File: config.mk
export PLATFORM = sky130hd
export DESIGN_NAME = mandelbrot_escape_time
export DESIGN_NICKNAME = d
export VERILOG_FILES = /design/src/rtl/mbe_pkg.sv /design/src/rtl/mbe_mul.sv /design/src/rtl/mbe_datapath.sv /design/src/rtl/mbe_sequencer.sv /design/src/rtl/mandelbrot_escape_time.sv
export SDC_FILE = /design/constraint.sdc
export NUM_CORES = 2
export LEC_CHECK = 0
export BUFFER_PORTS_ARGS = -buffer_cell sky130_fd_sc_hd__buf_2
export CORE_MARGIN = 4
export CORE_UTILIZATION = 47
export CTS_CLUSTER_DIAMETER = 200
export DETAILED_ROUTE_END_ITERATION = 8
export GPL_TIMING_DRIVEN = 0
export PLACE_DENSITY = 0.64
export SLEW_MARGIN = 40
export SYNTH_ARGS = -nofsm -noshare
export SYNTH_HDL_FRONTEND = slang
export SYNTH_SLANG_ARGS = --single-unit
File: constraint.sdc
create_clock -name aclk -period 22.9 [get_ports aclk]
set_input_delay 2.29 -clock aclk [delete_from_list [all_inputs] [get_ports aclk]]
set_output_delay 2.29 -clock aclk [all_outputs]
set_load 0.005 [all_outputs]
File: src/rtl/mbe_pkg.sv
`timescale 1ns / 1ps

package mbe_pkg;

    // Default geometry of the block
    localparam int COORD_WIDTH_DEFAULT = 32;
    localparam int FRAC_BITS_DEFAULT   = 28;
    localparam int COUNT_WIDTH_DEFAULT = 16;

    // Multiplier limb width and width of the saturated squares (limit 2^63-1)
    localparam int LIMB_W = 32;
    localparam int SQ_W   = 63;

    // Configuration registers
    localparam int             CUTOFF_W       = 5;
    localparam logic [4:0]     CUTOFF_RESET   = 5'd4;
    localparam int             MAX_ITER_RESET = 256;

    typedef enum logic [0:0] {
        REG_CUTOFF   = 1'b0,
        REG_MAX_ITER = 1'b1
    } cfg_reg_t;

    // Microcode
    typedef logic [2:0] step_t;

    typedef enum logic [2:0] {
        OP_WAIT_IN = 3'd0,
        OP_MUL     = 3'd1,
        OP_ZUPD    = 3'd2,
        OP_TEST    = 3'd3,
        OP_EMIT    = 3'd4
    } op_t;

    typedef enum logic [1:0] {
        MUL_CROSS = 2'd0,
        MUL_RE    = 2'd1,
        MUL_IM    = 2'd2
    } mul_sel_t;

    typedef struct packed {
        op_t      op;
        mul_sel_t sel;
        step_t    target;
    } ucode_t;

    localparam step_t STEP_WAIT  = 3'd0;
    localparam step_t STEP_CROSS = 3'd1;
    localparam step_t STEP_ZUPD  = 3'd2;
    localparam step_t STEP_SQ_RE = 3'd3;
    localparam step_t STEP_SQ_IM = 3'd4;
    localparam step_t STEP_TEST  = 3'd5;
    localparam step_t STEP_EMIT  = 3'd6;

    // Sequencer to datapath
    typedef struct packed {
        logic     load;
        logic     mul_start;
        logic     mul_capture;
        mul_sel_t mul_sel;
        logic     z_update;
        logic     emit;
    } dp_ctrl_t;

    // Datapath to sequencer
    typedef struct packed {
        logic mul_done;
        logic stop;
        logic out_busy;
    } dp_stat_t;

    function automatic ucode_t ucode_rom(input step_t addr);
        ucode_t uc;
        case (addr)
            STEP_WAIT:  uc = '{op: OP_WAIT_IN, sel: MUL_CROSS, target: STEP_CROSS};
            STEP_CROSS: uc = '{op: OP_MUL,     sel: MUL_CROSS, target: STEP_ZUPD};
            STEP_ZUPD:  uc = '{op: OP_ZUPD,    sel: MUL_CROSS, target: STEP_SQ_RE};
            STEP_SQ_RE: uc = '{op: OP_MUL,     sel: MUL_RE,    target: STEP_SQ_IM};
            STEP_SQ_IM: uc = '{op: OP_MUL,     sel: MUL_IM,    target: STEP_TEST};
            // loop back to the cross product unless the point is finished
            STEP_TEST:  uc = '{op: OP_TEST,    sel: MUL_CROSS, target: STEP_CROSS};
            STEP_EMIT:  uc = '{op: OP_EMIT,    sel: MUL_CROSS, target: STEP_WAIT};
            default:    uc = '{op: OP_TEST,    sel: MUL_CROSS, target: STEP_WAIT};
        endcase
        return uc;
    endfunction

endpackage

File: src/rtl/mbe_mul.sv
`timescale 1ns / 1ps

module mbe_mul #(
    parameter int WIDTH = mbe_pkg::COORD_WIDTH_DEFAULT
) (
    input  logic               aclk,
    input  logic               aresetn,
    input  logic               start,
    input  logic [WIDTH-1:0]   op_a,
    input  logic [WIDTH-1:0]   op_b,
    output logic [2*WIDTH-1:0] product,
    output logic               done
);

    localparam int LIMB  = mbe_pkg::LIMB_W;
    localparam int LIMBS = (WIDTH + LIMB - 1) / LIMB;
    localparam int PW    = LIMBS * LIMB;
    localparam int IW    = (LIMBS > 1) ? $clog2(LIMBS) : 1;

    logic [PW-1:0]     a_reg, b_reg;
    logic [2*PW-1:0]   acc_reg, acc_next;
    logic [IW-1:0]     i_reg, j_reg;
    logic              busy_reg, done_reg;
    logic [LIMB-1:0]   a_limb, b_limb;
    logic [2*LIMB-1:0] pp;
    logic [2*PW-1:0]   pp_ext;
    logic              last;

    always_comb begin
        a_limb = a_reg[int'(i_reg) * LIMB +: LIMB];
        b_limb = b_reg[int'(j_reg) * LIMB +: LIMB];
        pp     = (2*LIMB)'(a_limb) * (2*LIMB)'(b_limb);
        pp_ext = '0;
        pp_ext[2*LIMB-1:0] = pp;
        acc_next = acc_reg + (pp_ext << ((int'(i_reg) + int'(j_reg)) * LIMB));
        last = (i_reg == IW'(LIMBS - 1)) && (j_reg == IW'(LIMBS - 1));
    end

    always_ff @(posedge aclk) begin
        if (!aresetn) begin
            busy_reg <= 1'b0;
            done_reg <= 1'b0;
            i_reg    <= '0;
            j_reg    <= '0;
        end else begin
            done_reg <= 1'b0;
            if (start) begin
                busy_reg <= 1'b1;
                i_reg    <= '0;
                j_reg    <= '0;
            end else if (busy_reg) begin
                if (last) begin
                    busy_reg <= 1'b0;
                    done_reg <= 1'b1;
                end else if (j_reg == IW'(LIMBS - 1)) begin
                    j_reg <= '0;
                    i_reg <= i_reg + 1'b1;
                end else begin
                    j_reg <= j_reg + 1'b1;
                end
            end
        end
    end

    always_ff @(posedge aclk) begin
        if (start) begin
            a_reg   <= PW'(op_a);
            b_reg   <= PW'(op_b);
            acc_reg <= '0;
        end else if (busy_reg) begin
            acc_reg <= acc_next;
        end
    end

    assign product = acc_reg[2*WIDTH-1:0];
    assign done    = done_reg;

endmodule

File: src/rtl/mbe_datapath.sv
`timescale 1ns / 1ps

module mbe_datapath #(
    parameter int COORD_WIDTH = mbe_pkg::COORD_WIDTH_DEFAULT,
    parameter int FRAC_BITS   = mbe_pkg::FRAC_BITS_DEFAULT,
    parameter int COUNT_WIDTH = mbe_pkg::COUNT_WIDTH_DEFAULT
) (
    input  logic                        aclk,
    input  logic                        aresetn,
    input  mbe_pkg::dp_ctrl_t           ctrl,
    output mbe_pkg::dp_stat_t           stat,
    input  logic signed [COORD_WIDTH-1:0] point_real,
    input  logic signed [COORD_WIDTH-1:0] point_imag,
    input  logic [mbe_pkg::CUTOFF_W-1:0]  cutoff,
    input  logic [COUNT_WIDTH-1:0]      max_iter,
    input  logic                        m_ready,
    output logic                        m_valid,
    output logic [COUNT_WIDTH-1:0]      iteration_count
);

    localparam int W  = COORD_WIDTH;
    localparam int PW = 2 * W;
    localparam int XW = (PW > 64) ? PW : 64;
    localparam int SQ = mbe_pkg::SQ_W;
    localparam int SW = SQ + 2;   // signed sum of a 64-bit term and a coordinate
    localparam int TW = SQ + 3;   // threshold compare width

    logic [W-1:0]           c_re_reg, c_im_reg, z_re_reg, z_im_reg;
    logic [SQ-1:0]          xx_reg, yy_reg, cross_reg;
    logic                   cross_neg_reg, sat_reg;
    logic [COUNT_WIDTH-1:0] count_reg, out_count_reg;
    logic                   out_valid_reg;

    logic [W-1:0]           mag_re, mag_im, op_a, op_b;
    logic [PW-1:0]          product;
    logic                   mul_done;

    logic [XW-1:0]          p_ext, sh_cross, sh_sq;
    logic                   cross_ovf, sq_ovf;
    logic [SQ-1:0]          cross_val, sq_val;

    logic signed [SQ:0]     diff, cross_s;
    logic signed [SW-1:0]   sum_re, sum_im;
    logic                   fits_re, fits_im;
    logic [W-1:0]           new_re, new_im;

    logic [SQ:0]            mag_sq;
    logic [TW-1:0]          thr;
    logic [COUNT_WIDTH-1:0] limit;
    logic                   escape;

    assign mag_re = z_re_reg[W-1] ? (~z_re_reg + 1'b1) : z_re_reg;
    assign mag_im = z_im_reg[W-1] ? (~z_im_reg + 1'b1) : z_im_reg;

    always_comb begin
        case (ctrl.mul_sel)
            mbe_pkg::MUL_CROSS: begin
                op_a = mag_re;
                op_b = mag_im;
            end
            mbe_pkg::MUL_RE: begin
                op_a = mag_re;
                op_b = mag_re;
            end
            mbe_pkg::MUL_IM: begin
                op_a = mag_im;
                op_b = mag_im;
            end
            default: begin
                op_a = mag_re;
                op_b = mag_re;
            end
        endcase
    end

    mbe_mul #(
        .WIDTH (W)
    ) u_mul (
        .aclk    (aclk),
        .aresetn (aresetn),
        .start   (ctrl.mul_start),
        .op_a    (op_a),
        .op_b    (op_b),
        .product (product),
        .done    (mul_done)
    );

    // Drop fraction bits and clamp at the square limit; the cross term folds in the factor 2
    always_comb begin
        p_ext     = XW'(product);
        sh_cross  = p_ext >> (FRAC_BITS - 1);
        sh_sq     = p_ext >> FRAC_BITS;
        cross_ovf = |sh_cross[XW-1:SQ];
        sq_ovf    = |sh_sq[XW-1:SQ];
        cross_val = cross_ovf ? {SQ{1'b1}} : sh_cross[SQ-1:0];
        sq_val    = sq_ovf ? {SQ{1'b1}} : sh_sq[SQ-1:0];
    end

    // Next z, clamped to the coordinate range
    always_comb begin
        diff    = $signed({1'b0, xx_reg}) - $signed({1'b0, yy_reg});
        cross_s = cross_neg_reg ? -$signed({1'b0, cross_reg}) : $signed({1'b0, cross_reg});
        sum_re  = SW'(diff) + SW'($signed(c_re_reg));
        sum_im  = SW'(cross_s) + SW'($signed(c_im_reg));
        fits_re = (&sum_re[SW-1:W-1]) | ~(|sum_re[SW-1:W-1]);
        fits_im = (&sum_im[SW-1:W-1]) | ~(|sum_im[SW-1:W-1]);
        if (fits_re) begin
            new_re = sum_re[W-1:0];
        end else begin
            new_re = sum_re[SW-1] ? {1'b1, {(W-1){1'b0}}} : {1'b0, {(W-1){1'b1}}};
        end
        if (fits_im) begin
            new_im = sum_im[W-1:0];
        end else begin
            new_im = sum_im[SW-1] ? {1'b1, {(W-1){1'b0}}} : {1'b0, {(W-1){1'b1}}};
        end
    end

    // Escape test: |z|^2 strictly above cutoff, or any saturation in this iteration
    always_comb begin
        mag_sq = {1'b0, xx_reg} + {1'b0, yy_reg};
        thr    = TW'(cutoff) << FRAC_BITS;
        escape = sat_reg | (TW'(mag_sq) > thr);
        limit  = (max_iter == '0) ? COUNT_WIDTH'(1) : max_iter;
    end

    assign stat.mul_done = mul_done;
    assign stat.stop     = escape | (count_reg == limit);
    assign stat.out_busy = out_valid_reg & ~m_ready;

    always_ff @(posedge aclk) begin
        if (ctrl.load) begin
            c_re_reg  <= point_real;
            c_im_reg  <= point_imag;
            z_re_reg  <= '0;
            z_im_reg  <= '0;
            xx_reg    <= '0;
            yy_reg    <= '0;
            count_reg <= '0;
        end
        if (ctrl.mul_capture) begin
            case (ctrl.mul_sel)
                mbe_pkg::MUL_CROSS: begin
                    cross_reg     <= cross_val;
                    cross_neg_reg <= z_re_reg[W-1] ^ z_im_reg[W-1];
                    sat_reg       <= cross_ovf;
                end
                mbe_pkg::MUL_RE: begin
                    xx_reg  <= sq_val;
                    sat_reg <= sat_reg | sq_ovf;
                end
                mbe_pkg::MUL_IM: begin
                    yy_reg  <= sq_val;
                    sat_reg <= sat_reg | sq_ovf;
                end
                default: begin
                    sat_reg <= sat_reg;
                end
            endcase
        end
        if (ctrl.z_update) begin
            z_re_reg  <= new_re;
            z_im_reg  <= new_im;
            sat_reg   <= sat_reg | ~fits_re | ~fits_im;
            count_reg <= count_reg + 1'b1;
        end
        if (ctrl.emit) begin
            out_count_reg <= count_reg;
        end
    end

    always_ff @(posedge aclk) begin
        if (!aresetn) begin
            out_valid_reg <= 1'b0;
        end else if (ctrl.emit) begin
            out_valid_reg <= 1'b1;
        end else if (m_ready) begin
            out_valid_reg <= 1'b0;
        end
    end

    assign m_valid         = out_valid_reg;
    assign iteration_count = out_count_reg;

endmodule

File: src/rtl/mbe_sequencer.sv
`timescale 1ns / 1ps

module mbe_sequencer (
    input  logic              aclk,
    input  logic              aresetn,
    input  logic              s_valid,
    output logic              s_ready,
    input  mbe_pkg::dp_stat_t stat,
    output mbe_pkg::dp_ctrl_t ctrl
);

    mbe_pkg::step_t  pc_reg, pc_next;
    logic            mul_wait_reg, mul_wait_next;
    mbe_pkg::ucode_t uc;

    assign uc      = mbe_pkg::ucode_rom(pc_reg);
    assign s_ready = (uc.op == mbe_pkg::OP_WAIT_IN);

    always_comb begin
        ctrl          = '0;
        pc_next       = pc_reg;
        mul_wait_next = mul_wait_reg;
        case (uc.op)
            mbe_pkg::OP_WAIT_IN: begin
                if (s_valid) begin
                    ctrl.load = 1'b1;
                    pc_next   = uc.target;
                end
            end
            mbe_pkg::OP_MUL: begin
                ctrl.mul_sel = uc.sel;
                if (!mul_wait_reg) begin
                    ctrl.mul_start = 1'b1;
                    mul_wait_next  = 1'b1;
                end else if (stat.mul_done) begin
                    ctrl.mul_capture = 1'b1;
                    mul_wait_next    = 1'b0;
                    pc_next          = uc.target;
                end
            end
            mbe_pkg::OP_ZUPD: begin
                ctrl.z_update = 1'b1;
                pc_next       = uc.target;
            end
            mbe_pkg::OP_TEST: begin
                // fall through to emit when done, otherwise take the loop jump
                pc_next = stat.stop ? pc_reg + 1'b1 : uc.target;
            end
            mbe_pkg::OP_EMIT: begin
                // hold while the previous result is still waiting
                if (!stat.out_busy) begin
                    ctrl.emit = 1'b1;
                    pc_next   = uc.target;
                end
            end
            default: begin
                pc_next = mbe_pkg::STEP_WAIT;
            end
        endcase
    end

    always_ff @(posedge aclk) begin
        if (!aresetn) begin
            pc_reg       <= mbe_pkg::STEP_WAIT;
            mul_wait_reg <= 1'b0;
        end else begin
            pc_reg       <= pc_next;
            mul_wait_reg <= mul_wait_next;
        end
    end

endmodule

File: src/rtl/mandelbrot_escape_time.sv
`timescale 1ns / 1ps

// Escape-time iteration for one complex point c per input transaction.
// Input channel s_: s_point_real / s_point_imag, signed fixed point with
// FRAC_BITS fraction bits. Output channel m_: m_iteration_count, the number
// of z = z*z + c steps until |z|^2 first exceeds cutoff_squared (or any
// intermediate value saturates), capped at max_iterations (zero acts as one).
// Configuration: cfg_wr_en / cfg_index / cfg_wdata, index 0 cutoff_squared,
// index 1 max_iterations; write only while no point is in flight.
// Timing: one point at a time. Each iteration runs the cross product, the
// z update, the two squares and the escape test in that order; the three
// products share one 32x32 limb multiplier that works limb by limb with
// L = ceil(COORD_WIDTH/32) limbs per operand.
// The result sits in an output register, so the next point is accepted as
// soon as that result has been loaded; a stalled receiver holds the next
// result in the emit step until the output register frees.
// Reset (aresetn low, synchronous): sequencer returns to waiting for input,
// m_valid drops, registers return to cutoff 4 and limit 256.
module mandelbrot_escape_time #(
    parameter int COORD_WIDTH = mbe_pkg::COORD_WIDTH_DEFAULT,
    parameter int FRAC_BITS   = mbe_pkg::FRAC_BITS_DEFAULT,
    parameter int COUNT_WIDTH = mbe_pkg::COUNT_WIDTH_DEFAULT,
    localparam int CFG_W = (COUNT_WIDTH > mbe_pkg::CUTOFF_W) ? COUNT_WIDTH : mbe_pkg::CUTOFF_W
) (
    input  logic                          aclk,
    input  logic                          aresetn,
    input  logic                          cfg_wr_en,
    input  logic [0:0]                    cfg_index,
    input  logic [CFG_W-1:0]              cfg_wdata,
    input  logic                          s_valid,
    output logic                          s_ready,
    input  logic signed [COORD_WIDTH-1:0] s_point_real,
    input  logic signed [COORD_WIDTH-1:0] s_point_imag,
    output logic                          m_valid,
    input  logic                          m_ready,
    output logic [COUNT_WIDTH-1:0]        m_iteration_count
);

    logic [mbe_pkg::CUTOFF_W-1:0] cutoff_reg;
    logic [COUNT_WIDTH-1:0]       max_iter_reg;
    mbe_pkg::dp_ctrl_t            ctrl;
    mbe_pkg::dp_stat_t            stat;

    always_ff @(posedge aclk) begin
        if (!aresetn) begin
            cutoff_reg   <= mbe_pkg::CUTOFF_RESET;
            max_iter_reg <= COUNT_WIDTH'(mbe_pkg::MAX_ITER_RESET);
        end else if (cfg_wr_en) begin
            case (mbe_pkg::cfg_reg_t'(cfg_index))
                mbe_pkg::REG_CUTOFF:   cutoff_reg   <= cfg_wdata[mbe_pkg::CUTOFF_W-1:0];
                mbe_pkg::REG_MAX_ITER: max_iter_reg <= cfg_wdata[COUNT_WIDTH-1:0];
                default:               cutoff_reg   <= cutoff_reg;
            endcase
        end
    end

    mbe_sequencer u_seq (
        .aclk    (aclk),
        .aresetn (aresetn),
        .s_valid (s_valid),
        .s_ready (s_ready),
        .stat    (stat),
        .ctrl    (ctrl)
    );

    mbe_datapath #(
        .COORD_WIDTH (COORD_WIDTH),
        .FRAC_BITS   (FRAC_BITS),
        .COUNT_WIDTH (COUNT_WIDTH)
    ) u_dp (
        .aclk            (aclk),
        .aresetn         (aresetn),
        .ctrl            (ctrl),
        .stat            (stat),
        .point_real      (s_point_real),
        .point_imag      (s_point_imag),
        .cutoff          (cutoff_reg),
        .max_iter        (max_iter_reg),
        .m_ready         (m_ready),
        .m_valid         (m_valid),
        .iteration_count (m_iteration_count)
    );

endmodule

## Word-level counts from Yosys, hierarchy flattened

Index checks and enable logic that the tools add are counted.

- Output and inout port bits: 18
- Bits in registers: 483
- Word-level logic and storage cells: 151
- Input port bits: 86

- Eq/ne operators: 17
- Bitwise operators: 21
- Mux-type cells: 49
- Multiply operators: 1
- Shift-type cells: 3
- Order comparisons: 1
- Reductions and logical operators: 23
- Add/subtract/negate cells: 13

Operators with widths:

| operator | count |
|---|---|
| two-way mux 63 bit | 6 |
| two-way mux 32 bit | 11 |
| adder 64 x 32 -> 65 bit | 2 |
| AND reduction 34 bit | 2 |
| OR reduction 34 bit | 2 |
| adder 32 x 1 -> 32 bit, second input constant | 2 |
| adder 63 x 63 -> 64 bit | 1 |
| adder 64 bit | 1 |
| > comparator 64 x 33 -> 1 bit | 1 |
| multiplier 32 x 32 -> 64 bit | 1 |
| two-way mux 64 bit | 1 |
| negator 37 -> 64 bit | 1 |
| inverter 32 bit | 2 |
| indexed part select 32 x 7 -> 32 bit | 2 |
| left shift 64 x 7 -> 64 bit | 1 |
| subtractor 63 x 63 -> 64 bit | 1 |
| case mux 8 bit (7 select lines) | 1 |
| two-way mux 16 bit | 3 |
| two-way mux 1 bit | 20 |
| adder 16 x 1 -> 16 bit, second input constant | 1 |
| == test 16 bit | 1 |
| zero test 16 bit | 1 |
| two-way mux 3 bit | 5 |
| case mux 3 bit (5 select lines) | 1 |
| other kinds (24) | 58 |

## Longest topological paths before layout

- Depth in word-level cells: 9
- Gate-level depth with buffers: 50
- Depth with buffers taken out: 48

## By module

From an unflattened synthesis, not the netlist that was laid out.

- Cell total of the unflattened synthesis: 8743
- Area total of the unflattened synthesis: 74860.5 um2

By module, submodules not included:

| module | area each (um2) | sequential area each (um2) | instances | cells an instance |
|---|---|---|---|---|
| mbe_mul | 41715.0 | 3263.1 | 1 | 4629 |
| mbe_datapath | 31850.5 | 8518.2 | 1 | 3967 |
| mandelbrot_escape_time | 869.6 | 420.4 | 1 | 91 |
| mbe_sequencer | 425.4 | 80.1 | 1 | 56 |

## Worst setup path before layout

OpenSTA, ideal clock, no wires.

- Path type: reg-to-reg
- From: reg u_dp.u_mul.i_reg
- To: reg u_dp.u_mul.acc_reg[63] (netlist: u_dp.u_mul.product[63])
- Period minus slack after synthesis: 10.899 ns
- Setup time: 0.128 ns
- Cell stages (with the launch flop): 47
- Data required time: 22.772 ns
- Path buffers: 2
- Path slack: 12.001 ns
- Data arrival time: 10.771 ns
- Cell sequence: dfxtp_1 > clkbuf_1 > nor2b_1 > clkbuf_1 > and2_1 > fa_1 > inv_1 > fa_1 > fa_1 > fa_1 > inv_1 > fa_1 > inv_1 > fa_1 > inv_1 > fa_1 > fa_1 > ha_1 > (+11 left out) > a21o_1 > nand4_1 > and4b_1 > xnor2_1 > o21ai_0 > ha_1 > a21o_1 > a21o_1 > a21o_1 > o311a_1 > o311ai_0 > nand2b_1 > a221oi_1 > o21ai_0 > xnor2_1 > nand2_1 > xor2_1 > nor2_1

- Word-level cells in the longest chain between the ends: 4
- Elaborated cells on any way between the ends: 5
- Those cells by class: add/sub (2); mul (1); shift (2)

Ends and longest elaborated chain:

| what | RTL line | RTL |
|---|---|---|
| start: declaration | mbe_mul.sv:22 | `logic [IW-1:0] i_reg, j_reg;` |
| start signal: assignment | mbe_mul.sv:57 | `i_reg <= i_reg + 1'b1;` |
| indexed part select 32 x 7 -> 32 bit | mbe_mul.sv:30 | `a_limb = a_reg[int'(i_reg) * LIMB +: LIMB];` |
| multiplier 32 x 32 -> 64 bit | mbe_mul.sv:32 | `pp = (2*LIMB)'(a_limb) * (2*LIMB)'(b_limb);` |
| left shift 64 x 7 -> 64 bit * | mbe_mul.sv:35 | `acc_next = acc_reg + (pp_ext << ((int'(i_reg) + int'(j_reg)) * LIMB));` |
| adder 64 bit * | mbe_mul.sv:35 |  |
| end signal: assignment | mbe_mul.sv:71 | `acc_reg <= acc_next;` |
| end: declaration | mbe_mul.sv:21 | `logic [2*PW-1:0] acc_reg, acc_next;` |

Mark *: on every way between the ends. The rest lies on a longest branch, timed or not.
A chain may end at the register's enable or synchronous reset.

## Final worst setup path

Same ends and word-level chain as after synthesis.

==> qor.yml <==
synth_top_family_by_area: "adder cells"
clock_sinks: 482
fin_nets: 9996
die-area_sq_um: 159000
outcome: "completed"
finClkSkew_ns: 0.0407
fmax_mhz: 67.5
synthMuxAreaShare_pct: 2.06
fill_cells: 14400
worst_path_max_delay_cell: "nor2b_1"
min_period_ns: 14.81
syn_avg_cell_area_sq_um: 8.73
initial_utilization_pct: 47.3
r2r_cells: 47
hold_buffers: 0
ctsHtreeMaxLevel: 2
yosys.area_share.adder_pct: 35.5
rsz0062_at_grt: "false"
seqCellArea_sq_um: 12300
grt_pass1_wl_um: 377000
worstMarginPinSlew_ns: 0.961
synthXorXnorAreaFrac_pct: 5.27
drive_gt1_share_pct: 4.58
clockBufferDepth: 3
row_count: 143
ys_seq_area_share_pct: 17.1
crit_path_frequent_cell: "fa_1"
setup_viol: 0
dr.pass1.iters: 6
cp-start-kind: "register"
critPathMaxStageDelay_ns: 0.79
place_hpwl_um: 211000
syn-num-nets: 9814
post-cts-setup-buffers: 0
post_cts_resized: 0
die_h_um: 399
area_growth_pct: 7.59
wire_per_inst_um: 23.8
synth_top_area_share_pct: 25.1
ys.warnings.count: 0
min-delay-path-class: "reg2reg"
grt_max_degree: 38
synth_compound_gate_area_share_pct: 14.1
drtIter0Drc: 5197
synth_cell_types: 97
viasPerCell: 5.78
num_vias: 60700
critPathArrivalTime_ns: 15.33
critPathMaxFanout: 10
hold_viol: 0
ant_nets: 0
async_flop_share_pct: 0
multiInputGateArea_sq_um: 54000
slew_violations: 0
holdPathStages: 0
yosys.area_share.simple_pct: 18.0
core_area_sq_um: 152000
grt_pass1_vias: 61300
die_width_um: 399
drv_cap: 0
root_buffer: "clkbuf_16"
synthFlopType: "edfxtp_1"
synth_area_leaders: "fa_1, edfxtp_1, ha_1, dfxtp_1, inv_1"
cts_tree: "yes"
largest_reg_flops: 64
cts_buffers: 53
track_usage_pct: 31.2
portBuffers: 103
drc: 0
worstSetupPathType: "reg2reg"
crit_path_end_kind: "register"
ff2ff_setup_slack_ns: 8.09
timing.final.crit_share_pct: 64.7
setup_tns_ns: 0
synth_top_area_cell: "fa_1"
io_pins: 104
postSynthCellCount: 8231
routabilityCongestion: 0.995
synth-edff-count: 263
worstSkewPairLatency_ns: 0.66
syn_area_sq_um: 71800
path_clk_slew_ns: 0.07
slew_headroom_pct: 35.9
wl_um: 250000
antenna_found_initial: 6
synth.ff_latch_count: 482
grt.overflow.total: 0
cp.required_ns: 23.42
[cells in the final DEF, fill, tap and decap left out, drive strengths merged, types with 28 or more instances in the layout]
master	n
inv	1072
nand2	920
fa	901
and2	622
ha	596
a21oi	471
clkbuf	460
nor2	390
o21ai	336
xnor2	271
edfxtp	263
dfxtp	219
a21o	196
xor2	161
buf	159
mux2i	141
o31ai	108
nand3	107
nor3	97
nor2b	90
nand4	88
o21bai	84
nor4	69
o21a	51
a31oi	49
and3	48
nand2b	47
a211oi	43
or4	35
or3	28
[kinds of logic after synthesis]
logic type	after synthesis
multiplexers	147
flip-flops	482
AO/OA/AOI/OAI	1574
AND/OR/NAND/NOR	2602
adder cells (fa/ha/maj)	1497
buffers and inverters	1497
XOR/XNOR	432
[per-stage QoR]
stage / std cells / cell area, sq um / hold WS, ns / util (%) / setup slack (ns)
after CTS: 10500 / 77200 / 0.474 / 50.8 / 8.16
final: 10500 / 77300 / 0.470 / 50.9 / 8.09
after floorplan: 8231 / 71800 / 0.424 / - / 12.00
after global routing: 10500 / 77300 / 0.491 / 50.9 / 7.45
after detailed placement: 10400 / 75300 / 0.465 / 49.6 / 8.24
after global placement: 10400 / 74900 / 0.455 / 49.3 / 7.70
[routing by layer]
metal	up-vias	GRT usage [%]	wire, um
met1	30100	40.2	102000
met3	534	3.87	16600
li1	27600	-	-
met4	4	15.5	15400
met5	-	0	32
met2	2389	51.7	116000
[critical path, delay by kind of cell, from the launching register on]
| kind | cells | cell delay [ns] |
|---|---|---|
| compound gates | 19 | 5.30 |
| flops | 1 | 0.47 |
| fa+ha+maj | 10 | 4.72 |
| simple gates | 9 | 2.03 |
| buf+inv | 6 | 1.26 |
| xor+xnor | 3 | 0.90 |
[synthesized netlist by cell type, drive strengths merged (97+ instances only)]
cell / count
o31ai: 108
a21o: 196
nor2: 390
clkbuf: 396
and2: 622
a21oi: 471
o21ai: 336
edfxtp: 263
nor3: 97
inv: 1066
mux2i: 141
xnor2: 271
dfxtp: 219
xor2: 161
ha: 596
fa: 901
nand2: 920
nand3: 107
[path summary, 6_finish.rpt]
kind	start	to
setup / recovery	u_dp.u_mul.i_reg	u_dp.u_mul.product[63]
hold / removal	u_dp.count_reg[6]	u_dp.iteration_count[6]
setup reg to reg	u_dp.u_mul.i_reg	u_dp.u_mul.product[63]
hold reg to reg	u_dp.count_reg[6]	u_dp.iteration_count[6]
[cell type report]
cell class	instances	share of cell area, %
multi-input combinational	6252	69.8
timing repair buffer	127	1.06
tap	2030	3.29
sequential	482	15.9
antenna	2	0.00648
clock buffer	64	1.83
clock inverter	36	0.605
buffer	428	2.31
inverter	1069	5.19
Power is left out: the tool's default activity adds up to more than one toggle a clock period on the data nets, which glitch-free logic cannot reach.
